**src/rtl/vpr_pkg.sv**
```systemverilog
// shared types and constants for the virtual packet reassembler
// no dependencies; used by every rtl module and by the dv files
package vpr_pkg;

  localparam int unsigned HEADER_BYTES     = 6;
  localparam int unsigned LEN_BYTES        = 4;
  localparam int unsigned QUEUE_DEPTH      = 4;
  localparam int unsigned HIDX_W           = 3;

  // raw packet classes
  localparam logic [1:0] CLS_DATA = 2'd0;
  localparam logic [1:0] CLS_LAST = 2'd1;

  // receive model codes
  localparam logic [1:0] RM_MULT64 = 2'd0;
  localparam logic [1:0] RM_PLUS5  = 2'd1;

  localparam logic [5:0] MOD64_PLUS5_HIT = 6'd59;

  typedef enum logic [1:0] {
    ST_OK       = 2'd0,
    ST_BAD_TYPE = 2'd1,
    ST_SHORT    = 2'd2,
    ST_MISMATCH = 2'd3
  } status_e;

  // classified word handed from front to back
  typedef struct packed {
    logic [7:0] data_byte;
    logic       present;
    logic       raw_end;
    logic       bad_class;
    logic       is_last;
    logic       short_len;
    logic       extra;
  } entry_t;

endpackage

```
**src/rtl/vpr_in_if.sv**
```systemverilog
// input channel: one raw-packet byte word with valid/ready
// depends on nothing
interface vpr_in_if;
  logic       valid;
  logic       ready;
  logic [7:0] data_byte;
  logic [1:0] packet_class;
  logic [9:0] raw_length;
  logic       raw_end;
  logic       byte_present;

  modport source (output valid, data_byte, packet_class, raw_length, raw_end, byte_present,
                  input ready);
  modport sink   (input valid, data_byte, packet_class, raw_length, raw_end, byte_present,
                  output ready);
endinterface

```
**src/rtl/vpr_out_if.sv**
```systemverilog
// output channel: one result word with valid/ready
// depends on nothing
interface vpr_out_if;
  logic        valid;
  logic        ready;
  logic [7:0]  payload_byte;
  logic        payload_valid;
  logic [15:0] message_type;
  logic [31:0] declared_length;
  logic [31:0] received_length;
  logic        send_ack;
  logic        extra_empty_read;
  logic        message_end;
  logic [1:0]  status;

  modport source (output valid, payload_byte, payload_valid, message_type, declared_length,
                  received_length, send_ack, extra_empty_read, message_end, status,
                  input ready);
  modport sink   (input valid, payload_byte, payload_valid, message_type, declared_length,
                  received_length, send_ack, extra_empty_read, message_end, status,
                  output ready);
endinterface

```
**src/rtl/vpr_front.sv**
```systemverilog
// front end: accepts input words, holds the receive model register and
// classifies each word for the back end; depends on vpr_pkg and vpr_in_if
module vpr_front (
  input  logic            clk_i,
  input  logic            rst_ni,
  vpr_in_if.sink          in_i,
  input  logic            cfg_we_i,
  input  logic [1:0]      cfg_data_i,
  input  logic            full_i,
  output logic            push_o,
  output vpr_pkg::entry_t push_data_o
);

  logic [1:0] rm_q;
  logic       extra;

  always_ff @(posedge clk_i or negedge rst_ni) begin
    if (!rst_ni) begin
      rm_q <= vpr_pkg::RM_MULT64;
    end else if (cfg_we_i) begin
      rm_q <= cfg_data_i;
    end
  end

  // modulo-64 rule uses the low six bits only
  always_comb begin
    unique case (rm_q)
      vpr_pkg::RM_MULT64: extra = (in_i.raw_length[5:0] == 6'd0);
      vpr_pkg::RM_PLUS5:  extra = (in_i.raw_length[5:0] == vpr_pkg::MOD64_PLUS5_HIT);
      default:            extra = 1'b0;
    endcase
  end

  assign in_i.ready = !full_i;
  assign push_o     = in_i.valid && !full_i;

  always_comb begin
    push_data_o.data_byte = in_i.data_byte;
    push_data_o.present   = in_i.byte_present;
    push_data_o.raw_end   = in_i.raw_end;
    push_data_o.bad_class = (in_i.packet_class != vpr_pkg::CLS_DATA) &&
                            (in_i.packet_class != vpr_pkg::CLS_LAST);
    push_data_o.is_last   = (in_i.packet_class == vpr_pkg::CLS_LAST);
    push_data_o.short_len = (in_i.raw_length < 10'(vpr_pkg::HEADER_BYTES));
    push_data_o.extra     = extra;
  end

endmodule

```
**src/rtl/vpr_queue.sv**
```systemverilog
// short queue of classified words between front and back
// depends on vpr_pkg
module vpr_queue #(
  parameter int unsigned DEPTH = vpr_pkg::QUEUE_DEPTH
) (
  input  logic            clk_i,
  input  logic            rst_ni,
  input  logic            push_i,
  input  vpr_pkg::entry_t push_data_i,
  input  logic            pop_i,
  output vpr_pkg::entry_t pop_data_o,
  output logic            full_o,
  output logic            empty_o
);

  localparam int unsigned AW = (DEPTH > 1) ? $clog2(DEPTH) : 1;
  localparam int unsigned CW = $clog2(DEPTH + 1);

  vpr_pkg::entry_t mem_q [DEPTH];
  logic [AW-1:0]   wr_ptr_q, rd_ptr_q;
  logic [CW-1:0]   count_q;

  assign full_o     = (count_q == CW'(DEPTH));
  assign empty_o    = (count_q == '0);
  assign pop_data_o = mem_q[rd_ptr_q];

  always_ff @(posedge clk_i) begin
    if (push_i) begin
      mem_q[wr_ptr_q] <= push_data_i;
    end
  end

  always_ff @(posedge clk_i or negedge rst_ni) begin
    if (!rst_ni) begin
      wr_ptr_q <= '0;
      rd_ptr_q <= '0;
      count_q  <= '0;
    end else begin
      if (push_i) begin
        wr_ptr_q <= (wr_ptr_q == AW'(DEPTH - 1)) ? '0 : wr_ptr_q + 1'b1;
      end
      if (pop_i) begin
        rd_ptr_q <= (rd_ptr_q == AW'(DEPTH - 1)) ? '0 : rd_ptr_q + 1'b1;
      end
      if (push_i && !pop_i) begin
        count_q <= count_q + 1'b1;
      end else if (pop_i && !push_i) begin
        count_q <= count_q - 1'b1;
      end
    end
  end

endmodule

```
**src/rtl/vpr_back.sv**
```systemverilog
// back end: message state (header capture, payload count) and the output
// register; depends on vpr_pkg and vpr_out_if
module vpr_back (
  input  logic            clk_i,
  input  logic            rst_ni,
  input  logic            empty_i,
  input  vpr_pkg::entry_t pop_data_i,
  output logic            pop_o,
  vpr_out_if.source       out_o
);

  logic                       first_q, first_d;
  logic [vpr_pkg::HIDX_W-1:0] hidx_q, hidx_d;
  logic [31:0]                len_q, len_d;
  logic [15:0]                type_q, type_d;
  logic [31:0]                cnt_q, cnt_d;

  logic                       ovalid_q;
  logic [7:0]                 pbyte_q, pbyte_d;
  logic                       pvalid_q, pvalid_d;
  logic [15:0]                otype_q;
  logic [31:0]                olen_q, ocnt_q;
  logic                       ack_q, ack_d;
  logic                       extra_q, extra_d;
  logic                       mend_q, mend_d;
  vpr_pkg::status_e           status_q, status_d;
  logic                       finish;

  assign pop_o = !empty_i && (!ovalid_q || out_o.ready);

  always_comb begin
    first_d  = first_q;
    hidx_d   = hidx_q;
    len_d    = len_q;
    type_d   = type_q;
    cnt_d    = cnt_q;
    pbyte_d  = 8'd0;
    pvalid_d = 1'b0;
    ack_d    = 1'b0;
    extra_d  = 1'b0;
    mend_d   = 1'b0;
    status_d = vpr_pkg::ST_OK;
    finish   = 1'b0;
    if (pop_data_i.bad_class) begin
      status_d = vpr_pkg::ST_BAD_TYPE;
      mend_d   = 1'b1;
      finish   = 1'b1;
    end else if (first_q && pop_data_i.short_len) begin
      status_d = vpr_pkg::ST_SHORT;
      mend_d   = 1'b1;
      finish   = 1'b1;
    end else begin
      if (pop_data_i.present) begin
        if (first_q && (hidx_q < vpr_pkg::HIDX_W'(vpr_pkg::HEADER_BYTES))) begin
          if (hidx_q < vpr_pkg::HIDX_W'(vpr_pkg::LEN_BYTES)) begin
            len_d = {len_q[23:0], pop_data_i.data_byte};
          end else begin
            type_d = {type_q[7:0], pop_data_i.data_byte};
          end
          hidx_d = hidx_q + 1'b1;
        end else begin
          pvalid_d = 1'b1;
          pbyte_d  = pop_data_i.data_byte;
          if (cnt_q != '1) begin
            cnt_d = cnt_q + 1'b1;
          end
        end
      end
      if (pop_data_i.raw_end) begin
        // header must be complete by the end of the first packet
        if (first_q && (hidx_d < vpr_pkg::HIDX_W'(vpr_pkg::HEADER_BYTES))) begin
          status_d = vpr_pkg::ST_SHORT;
          mend_d   = 1'b1;
          finish   = 1'b1;
        end else begin
          ack_d   = 1'b1;
          extra_d = pop_data_i.extra;
          first_d = 1'b0;
          if (pop_data_i.is_last) begin
            mend_d = 1'b1;
            finish = 1'b1;
            if (len_d != cnt_d) begin
              status_d = vpr_pkg::ST_MISMATCH;
            end
          end
        end
      end
    end
  end

  always_ff @(posedge clk_i or negedge rst_ni) begin
    if (!rst_ni) begin
      first_q  <= 1'b1;
      hidx_q   <= '0;
      len_q    <= '0;
      type_q   <= '0;
      cnt_q    <= '0;
      ovalid_q <= 1'b0;
    end else begin
      if (pop_o) begin
        ovalid_q <= 1'b1;
      end else if (out_o.ready) begin
        ovalid_q <= 1'b0;
      end
      if (pop_o) begin
        if (finish) begin
          first_q <= 1'b1;
          hidx_q  <= '0;
          len_q   <= '0;
          type_q  <= '0;
          cnt_q   <= '0;
        end else begin
          first_q <= first_d;
          hidx_q  <= hidx_d;
          len_q   <= len_d;
          type_q  <= type_d;
          cnt_q   <= cnt_d;
        end
      end
    end
  end

  // result shows the values before any clear
  always_ff @(posedge clk_i) begin
    if (pop_o) begin
      pbyte_q  <= pbyte_d;
      pvalid_q <= pvalid_d;
      otype_q  <= type_d;
      olen_q   <= len_d;
      ocnt_q   <= cnt_d;
      ack_q    <= ack_d;
      extra_q  <= extra_d;
      mend_q   <= mend_d;
      status_q <= status_d;
    end
  end

  assign out_o.valid            = ovalid_q;
  assign out_o.payload_byte     = pbyte_q;
  assign out_o.payload_valid    = pvalid_q;
  assign out_o.message_type     = otype_q;
  assign out_o.declared_length  = olen_q;
  assign out_o.received_length  = ocnt_q;
  assign out_o.send_ack         = ack_q;
  assign out_o.extra_empty_read = extra_q;
  assign out_o.message_end      = mend_q;
  assign out_o.status           = status_q;

endmodule

```
**src/rtl/virtual_packet_reassembler.sv**
```systemverilog
// virtual packet reassembler: rebuilds length-prefixed messages from bytes
// an accepted word is written into the queue, then registered in the back-end output register
// throughput: one word per cycle while the output is ready, set by the back-end state update
// the queue between front and back absorbs output stalls up to its depth
// reset (rst_ni low, asynchronous) clears message state, queue and receive model
module virtual_packet_reassembler #(
  parameter int unsigned QUEUE_DEPTH = vpr_pkg::QUEUE_DEPTH
) (
  input  logic       clk_i,
  input  logic       rst_ni,
  vpr_in_if.sink     in_i,
  vpr_out_if.source  out_o,
  input  logic       cfg_we_i,
  input  logic [1:0] cfg_data_i
);

  logic            push, pop, full, empty;
  vpr_pkg::entry_t push_data, pop_data;

  vpr_front u_front (
    .clk_i       (clk_i),
    .rst_ni      (rst_ni),
    .in_i        (in_i),
    .cfg_we_i    (cfg_we_i),
    .cfg_data_i  (cfg_data_i),
    .full_i      (full),
    .push_o      (push),
    .push_data_o (push_data)
  );

  vpr_queue #(
    .DEPTH (QUEUE_DEPTH)
  ) u_queue (
    .clk_i       (clk_i),
    .rst_ni      (rst_ni),
    .push_i      (push),
    .push_data_i (push_data),
    .pop_i       (pop),
    .pop_data_o  (pop_data),
    .full_o      (full),
    .empty_o     (empty)
  );

  vpr_back u_back (
    .clk_i      (clk_i),
    .rst_ni     (rst_ni),
    .empty_i    (empty),
    .pop_data_i (pop_data),
    .pop_o      (pop),
    .out_o      (out_o)
  );

  a_extra_needs_ack: assert property (@(posedge clk_i) disable iff (!rst_ni)
    out_o.valid && out_o.extra_empty_read |-> out_o.send_ack)
    else $error("extra empty read without ack");

  a_mismatch_ends: assert property (@(posedge clk_i) disable iff (!rst_ni)
    out_o.valid && (out_o.status == vpr_pkg::ST_MISMATCH) |->
      out_o.message_end && out_o.send_ack)
    else $error("length mismatch not at acknowledged message end");

  a_error_no_ack: assert property (@(posedge clk_i) disable iff (!rst_ni)
    out_o.valid && ((out_o.status == vpr_pkg::ST_BAD_TYPE) ||
                    (out_o.status == vpr_pkg::ST_SHORT)) |->
      out_o.message_end && !out_o.send_ack && !out_o.payload_valid)
    else $error("error word acknowledged or carrying payload");

  a_pop_not_empty: assert property (@(posedge clk_i) disable iff (!rst_ni)
    pop |-> !empty)
    else $error("queue popped while empty");

endmodule

```
**src/flat_wrapper.sv**
```systemverilog
// flat-port wrapper written by rule: the top's interface ports become plain ports
module virtual_packet_reassembler_flat 
#(
  parameter int unsigned QUEUE_DEPTH = vpr_pkg::QUEUE_DEPTH
)
  (clk_i, rst_ni, cfg_we_i, cfg_data_i, in_i_valid, in_i_data_byte, in_i_packet_class, in_i_raw_length, in_i_raw_end, in_i_byte_present, in_i_ready, out_o_valid, out_o_payload_byte, out_o_payload_valid, out_o_message_type, out_o_declared_length, out_o_received_length, out_o_send_ack, out_o_extra_empty_read, out_o_message_end, out_o_status, out_o_ready);
  vpr_in_if in_i_i ();
  vpr_out_if out_o_i ();
  input  logic clk_i;
  input  logic rst_ni;
  input  logic cfg_we_i;
  input  logic [1:0] cfg_data_i;
  input wire logic [$bits(in_i_i.valid)-1:0] in_i_valid;
  input wire logic [$bits(in_i_i.data_byte)-1:0] in_i_data_byte;
  input wire logic [$bits(in_i_i.packet_class)-1:0] in_i_packet_class;
  input wire logic [$bits(in_i_i.raw_length)-1:0] in_i_raw_length;
  input wire logic [$bits(in_i_i.raw_end)-1:0] in_i_raw_end;
  input wire logic [$bits(in_i_i.byte_present)-1:0] in_i_byte_present;
  output wire logic [$bits(in_i_i.ready)-1:0] in_i_ready;
  output wire logic [$bits(out_o_i.valid)-1:0] out_o_valid;
  output wire logic [$bits(out_o_i.payload_byte)-1:0] out_o_payload_byte;
  output wire logic [$bits(out_o_i.payload_valid)-1:0] out_o_payload_valid;
  output wire logic [$bits(out_o_i.message_type)-1:0] out_o_message_type;
  output wire logic [$bits(out_o_i.declared_length)-1:0] out_o_declared_length;
  output wire logic [$bits(out_o_i.received_length)-1:0] out_o_received_length;
  output wire logic [$bits(out_o_i.send_ack)-1:0] out_o_send_ack;
  output wire logic [$bits(out_o_i.extra_empty_read)-1:0] out_o_extra_empty_read;
  output wire logic [$bits(out_o_i.message_end)-1:0] out_o_message_end;
  output wire logic [$bits(out_o_i.status)-1:0] out_o_status;
  input wire logic [$bits(out_o_i.ready)-1:0] out_o_ready;
  assign in_i_i.valid = in_i_valid;
  assign in_i_i.data_byte = in_i_data_byte;
  assign in_i_i.packet_class = in_i_packet_class;
  assign in_i_i.raw_length = in_i_raw_length;
  assign in_i_i.raw_end = in_i_raw_end;
  assign in_i_i.byte_present = in_i_byte_present;
  assign in_i_ready = in_i_i.ready;
  assign out_o_valid = out_o_i.valid;
  assign out_o_payload_byte = out_o_i.payload_byte;
  assign out_o_payload_valid = out_o_i.payload_valid;
  assign out_o_message_type = out_o_i.message_type;
  assign out_o_declared_length = out_o_i.declared_length;
  assign out_o_received_length = out_o_i.received_length;
  assign out_o_send_ack = out_o_i.send_ack;
  assign out_o_extra_empty_read = out_o_i.extra_empty_read;
  assign out_o_message_end = out_o_i.message_end;
  assign out_o_status = out_o_i.status;
  assign out_o_i.ready = out_o_ready;
  virtual_packet_reassembler #(.QUEUE_DEPTH(QUEUE_DEPTH)) u_core (.clk_i(clk_i), .rst_ni(rst_ni), .in_i(in_i_i), .out_o(out_o_i), .cfg_we_i(cfg_we_i), .cfg_data_i(cfg_data_i));
endmodule
```
**config.mk**
```make
export PLATFORM = sky130hd
export DESIGN_NAME = virtual_packet_reassembler_flat
export DESIGN_NICKNAME = d
export VERILOG_FILES = /design/src/rtl/vpr_pkg.sv /design/src/rtl/vpr_in_if.sv /design/src/rtl/vpr_out_if.sv /design/src/rtl/vpr_front.sv /design/src/rtl/vpr_queue.sv /design/src/rtl/vpr_back.sv /design/src/rtl/virtual_packet_reassembler.sv /design/src/flat_wrapper.sv
export SDC_FILE = /design/constraint.sdc
export NUM_CORES = 1
export LEC_CHECK = 0
export ABC_AREA = 1
export ABC_CLOCK_PERIOD_IN_PS = 5600
export BUFFER_PORTS_ARGS = -buffer_cell sky130_fd_sc_hd__clkbuf_2
export CORE_MARGIN = 4
export CORE_UTILIZATION = 25
export DETAILED_ROUTE_END_ITERATION = 8
export GPL_TIMING_DRIVEN = 0
export SLEW_MARGIN = 0
export SYNTH_ARGS = -nofsm -noshare
export SYNTH_HDL_FRONTEND = slang
export SYNTH_SLANG_ARGS = --single-unit
```
**constraint.sdc**
```tcl
create_clock -name clk_i -period 5.6 [get_ports clk_i]
set_input_delay 1.12 -clock clk_i [delete_from_list [all_inputs] [get_ports clk_i]]
set_output_delay 1.12 -clock clk_i [all_outputs]
set_load 0.05 [all_outputs]
```
After elaboration in Yosys (flattened, before gate mapping)

Memories as Yosys holds them, arrays and structs flattened.
Index checks and enable logic that the tools add are counted.

Add/sub/neg operators: 6
Eq/ne operators: 12
Order comparisons: 4
Bitwise gates (word level): 2
Reductions and logical operators: 27
Multiplexer cells: 55

Operator list:

| cell                                                        | count |
|---|---|
| two-way mux 32 bit                                          | 16 |
| two-way mux 16 bit                                          | 6 |
| adder 32 x 1 -> 32 bit, second input constant               | 1 |
| inequality test 32 bit                                      | 1 |
| inequality test 32 bit, second input constant               | 1 |
| two-way mux 3 bit                                           | 9 |
| two-way mux 1 bit                                           | 16 |
| two-way mux 2 bit                                           | 7 |
| less-than comparator 10 x 3 -> 1 bit, second input constant | 1 |
| less-than comparator 3 bit, second input constant           | 3 |
| logical AND 1 bit                                           | 8 |
| nonzero test 2 bit                                          | 4 |
| OR reduction 4 bit                                          | 2 |
| adder 3 x 1 -> 3 bit, second input constant                 | 2 |
| == test 6 bit, second input constant                        | 1 |
| zero test 6 bit                                             | 1 |
| inequality test 2 bit, second input constant                | 3 |
| OR reduction 3 bit                                          | 2 |
| zero test 1 bit                                             | 5 |
| AND reduction 5 bit                                         | 1 |
| adder 2 x 1 -> 2 bit, second input constant                 | 2 |
| == test 2 x 1 -> 1 bit, second input constant               | 2 |
| == test 2 bit, second input constant                        | 2 |
| == test 3 bit, second input constant                        | 1 |
| 8 further kinds                                             | 9 |

RAM bits: 56
Bits in registers: 188
Memories: 1
Bits of input ports: 29

Memory list:

| memory               | words | bits a word | rd ports | clocked after Yosys merged registers in | wr ports | line            | RTL |
|---|---|---|---|---|---|---|---|
| u_core.u_queue.mem_q | 4     | 14          | 1        | 0                                       | 1        | vpr_queue.sv:19 | `vpr_pkg::entry_t mem_q [DEPTH];` |

Depth between registers and ports, before layout

Gate-level depths: netlist of the first run.

Word-level depth: 14
Depth in mapped cells: 24
Gate-level depth less buffers: 22

By module

A second synthesis of the first run with hierarchy kept.

Cell total of the unflattened synthesis: 1417
Area, all modules: 12211.7 sq um

By module, submodules not included:

| module    | cells each | instances | sequential area each (sq um) | area each (sq um) |
|---|---|---|---|---|
| vpr_back  | 1158       | 1         | 4951.0                       | 9292.7 |
| vpr_queue | 215        | 1         | 1856.8                       | 2652.5 |
| vpr_front | 44         | 1         | 50.0                         | 266.5 |

Least setup slack after synthesis of the first run

OpenSTA, ideal clock, no wires.

Kind: input-to-reg
Start point: input port out_o_ready
End point: register u_core.u_back.olen_q[0], in the netlist u_core.u_back.out_o.declared_length[0] (enable)
Required time: 5.105 ns
Cell stages on the path: 3
Data arrival time: 4.295 ns
Setup slack: 0.810 ns
Library setup time: 0.495 ns
Path through: nor2_1 > a31oi_1 > clkbuf_1

Longest elaborated chain between the ends: 2

Ends and longest elaborated chain:

| element                | line                             | RTL |
|---|---|---|
| start: declaration     | flat_wrapper.sv:30               | `input wire logic [$bits(out_o_i.ready)-1:0] out_o_ready;` |
| logical OR 1 bit       | vpr_back.sv:29                   | `assign pop_o = !empty_i && (!ovalid_q \|\| out_o.ready);` |
| logical AND 1 bit      | vpr_back.sv:29                   |  |
| via u_core.pop         | virtual_packet_reassembler.sv:17 | `logic push, pop, full, empty;` |
| end signal: assignment | vpr_back.sv:129                  | `olen_q <= len_d;` |
| end: declaration       | vpr_back.sv:22                   | `logic [31:0] olen_q, ocnt_q;` |

The timed path passes the listed nets, and every way through them passes these cells.
A chain may end at the register's enable or synchronous reset.

Worst setup path in the final report of the first run

Start point: input port out_o_ready
End point: register u_core.u_queue.count_q[1]

Longest elaborated chain between the ends: 5
Elaborated cells on any way between the ends: 7
Those cells by class: mux (1); reduce/logical (6)

Ends and longest elaborated chain:

| element                                                 | line            | RTL |
|---|---|---|
| logical OR 1 bit (*)                                    | vpr_back.sv:29  |  |
| logical AND 1 bit (*)                                   | vpr_back.sv:29  |  |
| zero test 1 bit                                         | vpr_queue.sv:45 | `if (push_i && !pop_i) begin` |
| logical AND 1 bit                                       | vpr_queue.sv:45 |  |
| two-way mux 3 bit or nonzero test 2 bit (tied branches) | --              |  |
| end signal: assignment                                  | vpr_queue.sv:46 | `count_q <= count_q + 1'b1;` |
| end signal: assignment                                  | vpr_queue.sv:48 | `count_q <= count_q - 1'b1;` |
| end: declaration                                        | vpr_queue.sv:21 | `logic [CW-1:0] count_q;` |

Mark *: on every way between the ends. The rest lies on a longest branch, timed or not.

==> flow_summary_export.csv, run 1 <==
group,metric,value,unit
routing,drtPass1Iterations,6,
global_route,grt_pass1_vias,9948,
logic_synthesis,synthCells,1402,
floorplan,core_region_area,47750,µm²
worst_setup_path,endpoint_kind,"flop",
sta,worst_clock_skew,15.29,ps
layout,nFillCells,5009,
worst_setup_path,worst_ep_arrival_time,3980,ps
place,place.gp.congestion,0.9391,
worst_setup_path,crit_path_max_incr_delay,990,ps
worst_setup_path,r2r_cells,20,
power_and_ir_drop,power_density,550.2,nW/µm²
worst_setup_path,cp_max_fo,10,
logic_synthesis,ys_types,43,
sta,grt_setup_unrepaired,"false",
sta,timing.fmax,282.5,MHz
clocking,holdBufCountCts,0,
clocking,ctsHtreeMaxLevel,1,
logic_synthesis,synth_area_leader_cell,"edfxtp_1",
layout,layoutNonFillerInstCount,2191,
routing,drt-wirelength-per-cell,18.22,µm
clocking,cts.clk_slew.worst_paths,60,ps
min_path,hold_path.class,"flop to flop",
sta,drv_slew,0,
logic_synthesis,synthTopCellsByCount,"426 x nand2_1, 161 x inv_1, 150 x edfxtp_1, 150 x o21ai_0, 100 x nor2_1",
run_status,status,"complete, no violations",
min_path,min_to,"u_core.u_back.type_q[11]",
routing,drcViolationCount,0,
logic_synthesis,synthFlopType,"edfxtp_1",
routing,ant_nets,0,
floorplan,fp.dieArea,51880,µm²
logic_synthesis,synth.top_cell.area_share,37.31,%
sta,setup_viol,0,
place,dp_cells,2142,
logic_synthesis,synth_nets,1440,
min_path,min_from,"u_core.u_back.type_q[11]",
layout,post-route-util,30.14,%
logic_synthesis,async_reset_ff_share,38.52,%
sta,holdWs,491.8,ps
floorplan,dieHeight,227.8,µm
layout,multi_input_area,4300,µm²
clocking,root_buffer,"clkbuf_16",
logic_synthesis,synth_area,12070,µm²
sta,period_share,63.22,%
place,io_buffers,124,
sta,max_slew_margin,6.135,%
logic_synthesis,synth_area_per_cell,8.612,µm²
global_route,grt_pass1_wl,59980,µm
clocking,cts_tree,"built",
clocking,cts.sinks,244,
layout,syn2layout_area_growth,19.17,%
flow_run,max-cap-violations,0,
worst_setup_path,path_cells,"clkbuf_2 > nor2_1 > a31oi_1 > inv_1 > clkbuf_1 > ha_1 > inv_1 > fa_1 > nor2_1 > a21oi_1",
logic_synthesis,synth_warnings,0,
logic_synthesis,synth-seq-cells,244,
floorplan,start_util,25.29,%
routing,vias,10451,
worst_setup_path,cp-start-kind,"input pin",
sta,hold_violations,0,
floorplan,row_count,80,
worst_setup_path,required,6040,ps
place,dp_hpwl,29910,µm
clocking,cts_max_path_buffers,3,
min_path,min_path_cells,2,
power_and_ir_drop,vdd_drop_max,0.3876,mV
power_and_ir_drop,p_leak,0.006002,µW
floorplan,ioPinCount,125,
layout,nNetsFinal,1593,
global_route,grt_max_degree,95,
clocking,clock_latency,560,ps
routing,vias_per_cell,4.770,
global_route,antenna_found_initial,4,
routing,drt_wl_total,39920,µm
worst_setup_path,reg2reg_slack,2190,ps
routing,drt_iter0_markers,1082,
logic_synthesis,synthMostInstantiatedCell,"nand2_1",
global_route,gr-usage-all-layers,14.79,%
clocking,cts_resized,0,
worst_setup_path,cp_slowest_cell,"a31oi_1",
worst_setup_path,timing.rr.end,"u_core.u_back.out_o.status[1]",
floorplan,dieWidth,227.8,µm
sta,period_minus_slack,3540,ps
clocking,post_cts_buffers,0,
clocking,cts_buffers,26,
layout,final_layout_size_suffix_gt1_share,15.43,%
sta,worstMarginPinSlew,1401,ps
logic_synthesis,synth_area_leaders,"edfxtp_1 37%, dfrtp_1 19%, nand2_1 13%",
worst_setup_path,r2r_start,"u_core.u_back.cnt_q[0]",
worst_setup_path,crit_type,"input pin to flop",
logic_synthesis,yosysSeqAreaShare,56.80,%
logic_synthesis,synth-edff-count,150,
global_route,grt-ovfl-total,0,
layout,regArea,6858,µm²
## area by class of cell
class | count | share of cell area [%]
flip-flops and latches | 244 | 47.66
multi-input cells | 931 | 29.89
well taps | 615 | 5.348
clock buffers | 38 | 5.330
repair buffers | 125 | 4.565
inverters | 172 | 4.487
plain buffers | 55 | 1.983
clock inverters | 10 | 0.7217
diodes | 1 | 0.01739
## stage by stage
step	cell area (µm²)	setup slack [ps]	setup TNS, ps	power, µW
after floorplan	12070	810.1	0	4923
after global placement	13460	-1419	-137440	6185
after detailed placement	13510	1519	0	6189
after CTS	14380	2103	0	7963
after global routing	14390	1976	0	8316
final	14390	2060	0	7916
## registers in the layout, indices dropped and copies added (netlist names), 2 cells and up
signal / cells
u_core.u_queue.mem_q: 56
u_core.u_back.cnt_q: 32
u_core.u_back.len_q: 32
u_core.u_back.out_o.declared_length: 32
u_core.u_back.out_o.received_length: 32
u_core.u_back.out_o.message_type: 16
u_core.u_back.type_q: 16
u_core.u_back.out_o.payload_byte: 8
u_core.u_back.hidx_q: 3
u_core.u_queue.count_q: 3
u_core.u_back.out_o.status: 2
u_core.u_front.rm_q: 2
u_core.u_queue.rd_ptr_q: 2
u_core.u_queue.wr_ptr_q: 2
## where the power goes
group          switching, µW  internal, µW  leakage (µW)  total [µW]
clock                    744          1010      0.000423        1750
combinational           2870           718       0.00279        3590
sequential               173          2410       0.00279        2580
## how the worst max path moves through the flow
| stage | start | end | cells after the start |
|---|---|---|---|
| after CTS | out_o_ready | u_core.u_queue.count_q[1] | 10 |
| after global routing | out_o_ready | u_core.u_queue.count_q[1] | 10 |
| final | out_o_ready | u_core.u_queue.count_q[1] | 10 |
| after detailed placement | out_o_ready | u_core.u_queue.count_q[1] | 10 |
| after global placement | out_o_ready | u_core.u_back.len_q[24] | 5 |
| after floorplan | out_o_ready | u_core.u_back.out_o.declared_length[0] | 3 |
## layout by cell type, fill, tap and decap left out, drive strengths merged, types with 3 or more instances in the layout
cell type | netlist | final
dfrtp | 93 | 93
inv | 171 | 174
o21ai | 197 | 197
xor2 | 3 | 3
o211ai | 4 | 4
nand3b | 4 | 4
clkinv | 1 | 5
edfxtp | 150 | 150
a22o | 8 | 8
ha | 8 | 8
nand4 | 13 | 13
o22ai | 5 | 5
nor2 | 110 | 110
o21a | 8 | 8
nand3 | 99 | 99
nand2 | 432 | 432
or2 | 10 | 10
clkbuf | 24 | 186
nor3 | 5 | 5
a21oi | 8 | 8
buf | 31 | 32
## worst max-delay path: cells and delay by family
kind,cells,cell delay [ps]
AOI/OAI and AO/OA,2,1040
adders and majority gates,2,700
buffers and inverters,4,950
and+or+nand+nor,2,160
## metal layers
layer	vias up	global-route usage, %	share of wire [%]
met4	0	5.225	4.0
met1	5014	20.03	43
met2	423	23.52	45
met5	-	0	0
met3	83	3.156	8.4
li1	4931	-	-
## cell families (layout without fill, tap and decap cells)
| family | after synthesis | count (layout) | synth area share, % |
|---|---|---|---|
| AOI/OAI and AO/OA | 237 | 237 | 10.55 |
| and+or+nand+nor | 678 | 678 | 23.44 |
| other | 0 | 1 | 0 |
| buffers and inverters | 227 | 400 | 7.679 |
| xor gates and xnor gates | 5 | 5 | 0.3628 |
| DFF | 244 | 244 | 56.80 |
| muxes | 2 | 2 | 0.1762 |
| adders and majority gates | 9 | 9 | 0.9949 |
Power figures use the tool's default switching activity.
==> run 2, diff against run 1 <==
--- a/config.mk
+++ b/config.mk
@@ -6,7 +6,7 @@
 export NUM_CORES = 1
 export LEC_CHECK = 0
 export ABC_AREA = 1
-export ABC_CLOCK_PERIOD_IN_PS = 5600
+export ABC_CLOCK_PERIOD_IN_PS = 3250
 export BUFFER_PORTS_ARGS = -buffer_cell sky130_fd_sc_hd__clkbuf_2
 export CORE_MARGIN = 4
 export CORE_UTILIZATION = 25
==> constraint.sdc (replaced) <==
create_clock -name clk_i -period 3.25 [get_ports clk_i]
set_input_delay 0.65 -clock clk_i [delete_from_list [all_inputs] [get_ports clk_i]]
set_output_delay 0.65 -clock clk_i [all_outputs]
set_load 0.05 [all_outputs]
==> run 2 against run 1 <==
Wire length grew 0.67%; worst hold slack lost 350 ps; first-iteration DRC count shrank 15%; clock power grew 77%; worst setup slack lost 2000 ps; global-route usage grew 0.13 points; largest cell class unchanged.
==> flow_summary_export.csv, run 2 (synthesized netlist as in run 1, its figures left out) <==
group,metric,value,unit
floorplan,ioPinCount,125,
clocking,cts_max_path_buffers,3,
clocking,cts.sinks,244,
worst_setup_path,required,3540,ps
sta,timing.fmax,315.8,MHz
power_and_ir_drop,p_leak,0.006055,µW
layout,layout_common_cells,"424 x nand2_1, 161 x inv_1, 150 x edfxtp_1",
global_route,grt_pass1_vias,10051,
routing,drt_wl_total,40190,µm
min_path,hold_path.class,"input pin to async pin",
sta,hold_violations,0,
layout,final_layout_size_suffix_gt1_share,16.38,%
routing,ant_nets,0,
routing,drt_iter0_markers,916,
global_route,grt_pass1_wl,60710,µm
global_route,grt_max_degree,95,
layout,post-route-util,30.31,%
floorplan,fp.dieArea,51880,µm²
worst_setup_path,r2r_start,"u_core.u_queue.rd_ptr_q[0]",
place,dp_hpwl,30140,µm
global_route,grt_use_met3,3.181,%
global_route,grt-ovfl-total,0,
clocking,root_buffer,"clkbuf_16",
layout,largest_reg_flops,56,
power_and_ir_drop,p_comb_share,45.2,%
clocking,holdBufCountCts,0,
worst_setup_path,worst_ep_arrival_time,3460,ps
floorplan,core_region_area,47750,µm²
floorplan,dieHeight,227.8,µm
layout,regMostFlops,"u_core.u_queue.mem_q",
flow_run,max-cap-violations,0,
global_route,met1_usage,20.32,%
place,io_buffers,124,
clocking,cts_buffers,27,
sta,period_minus_slack,3167,ps
routing,drcViolationCount,0,
clocking,clock_latency,560,ps
worst_setup_path,cp-start-kind,"flop",
power_and_ir_drop,vdd_drop_max,0.7351,mV
routing,drt-wirelength-per-cell,18.30,µm
global_route,antenna_found_initial,4,
global_route,grt-busiest-layer,"met2",
floorplan,start_util,25.29,%
routing,vias,10456,
sta,setup_viol,0,
global_route,gr-usage-all-layers,14.92,%
global_route,grtUsageMet2,23.64,%
layout,nNetsFinal,1598,
worst_setup_path,r2r_cells,20,
clocking,ctsHtreeMaxLevel,1,
power_and_ir_drop,p_sw,6635,µW
power_and_ir_drop,intPower,7125,µW
sta,worstMarginPinSlew,869.5,ps
worst_setup_path,reg2reg_slack,80,ps
power_and_ir_drop,power_density,950.8,nW/µm²
worst_setup_path,crit_type,"flop to flop",
clocking,cts_tree,"built",
floorplan,row_count,80,
floorplan,dieWidth,227.8,µm
run_status,status,"complete, no violations",
worst_setup_path,endpoint_kind,"flop",
sta,worst_clock_skew,15.84,ps
layout,syn2layout_area_growth,19.87,%
sta,max_slew_margin,40.54,%
worst_setup_path,timing.rr.end,"u_core.u_back.out_o.status[1]",
sta,drv_slew,0,
routing,drtPass1Iterations,5,
power_and_ir_drop,clockPowerShare,22.5,%
sta,grt_setup_unrepaired,"true",
place,place.gp.congestion,0.9575,
clocking,cts.clk_slew.worst_paths,60,ps
power_and_ir_drop,switching_share,48.22,%
power_and_ir_drop,pwr-share-seq,32.3,%
sta,holdWs,142.7,ps
layout,final_common_cell,"nand2_1",
sta,period_share,97.44,%
routing,vias_per_cell,4.761,
layout,antennaDiodeCount,0,
worst_setup_path,cp_max_fo,10,
sta,totalNegativeSetupSlack,0,ps
layout,nFillCells,4978,
## run 2: per-layer routing
| metal | routed length (µm) | up-vias |
|---|---|---|
| li1 | - | 4944 |
| met1 | 17250 | 4996 |
| met2 | 18070 | 434 |
| met3 | 3283 | 80 |
| met4 | 1580 | 2 |
| met5 | 7 | - |
## run 2: layout make-up
class                           instances  area, µm²  area share (%)
Inverter                              172      645.6           4.461
Tap cell                              615      769.5           5.317
Buffer                                 55      292.8           2.023
Clock buffer                           29      683.2           4.720
Sequential cell                       244       6859           47.39
Multi-Input combinational cell        931       4327           29.90
Timing Repair Buffer                  129      684.4           4.729
Clock inverter                         21      211.5           1.461
## run 2: how the worst max path moves through the flow
| stage | startpoint | cells after the start | slack [ps] | to |
|---|---|---|---|---|
| after floorplan | u_core.u_back.out_o.valid | 4 | 370 | u_core.u_back.out_o.declared_length[0] |
| after global placement | out_o_ready | 4 | -1040 | u_core.u_back.out_o.received_length[24] |
| after detailed placement | out_o_ready | 10 | -350 | u_core.u_queue.count_q[1] |
| after CTS | u_core.u_queue.rd_ptr_q[0] | 22 | 20 | u_core.u_back.out_o.status[1] |
| after global routing | u_core.u_back.cnt_q[0] | 20 | -130 | u_core.u_back.out_o.status[1] |
| final | u_core.u_queue.rd_ptr_q[0] | 20 | 80 | u_core.u_back.out_o.status[1] |
## run 2: per-stage QoR
stage / setup slack, ps / area [µm²] / total power (µW) / cells
after floorplan: 373.8 / 12080 / 8458 / 1402
after global placement: -1036 / 13470 / 10650 / 2141
after detailed placement: -353.5 / 13510 / 10700 / 2143
after CTS: 16.98 / 14420 / 13830 / 2193
after global routing: -129.1 / 14470 / 14510 / 2196
final: 83.04 / 14470 / 13760 / 2196
## run 2: power by group through the flow
stage | Sequential (µW) | Clock (µW) | Combinational, µW
floorplan | 5860 | 0 | 2590
global placement | 4560 | 0 | 6080
detailed placement | 4540 | 0 | 6160
CTS | 4480 | 3160 | 6190
global route | 4520 | 3280 | 6710
finish | 4440 | 3100 | 6220
## run 2: worst max-delay path: stages (launching register included)
cell and delay, ps:
dfrtp_1 350, buf_4 150, inv_2 50, buf_6 130, nand2_2 60, nand3_2 70
nand2_4 140, nand2_2 120, buf_2 220, o21ai_0 510, inv_1 210, nand2_1 110
nand3_1 80, nor2_1 100, nand2_1 60, nor2_1 130, nand2_1 120, nand2_1 90
nand2_1 50, nand2_1 60, a21oi_1 80
## run 2: what timing repair did
item | 4_1_cts | 5_1_grt
pin swaps | 0 | 1
setup buffers | 0 | 2
endpoints found under the setup margin | 4 | 11
gates resized for setup | 4 | 14
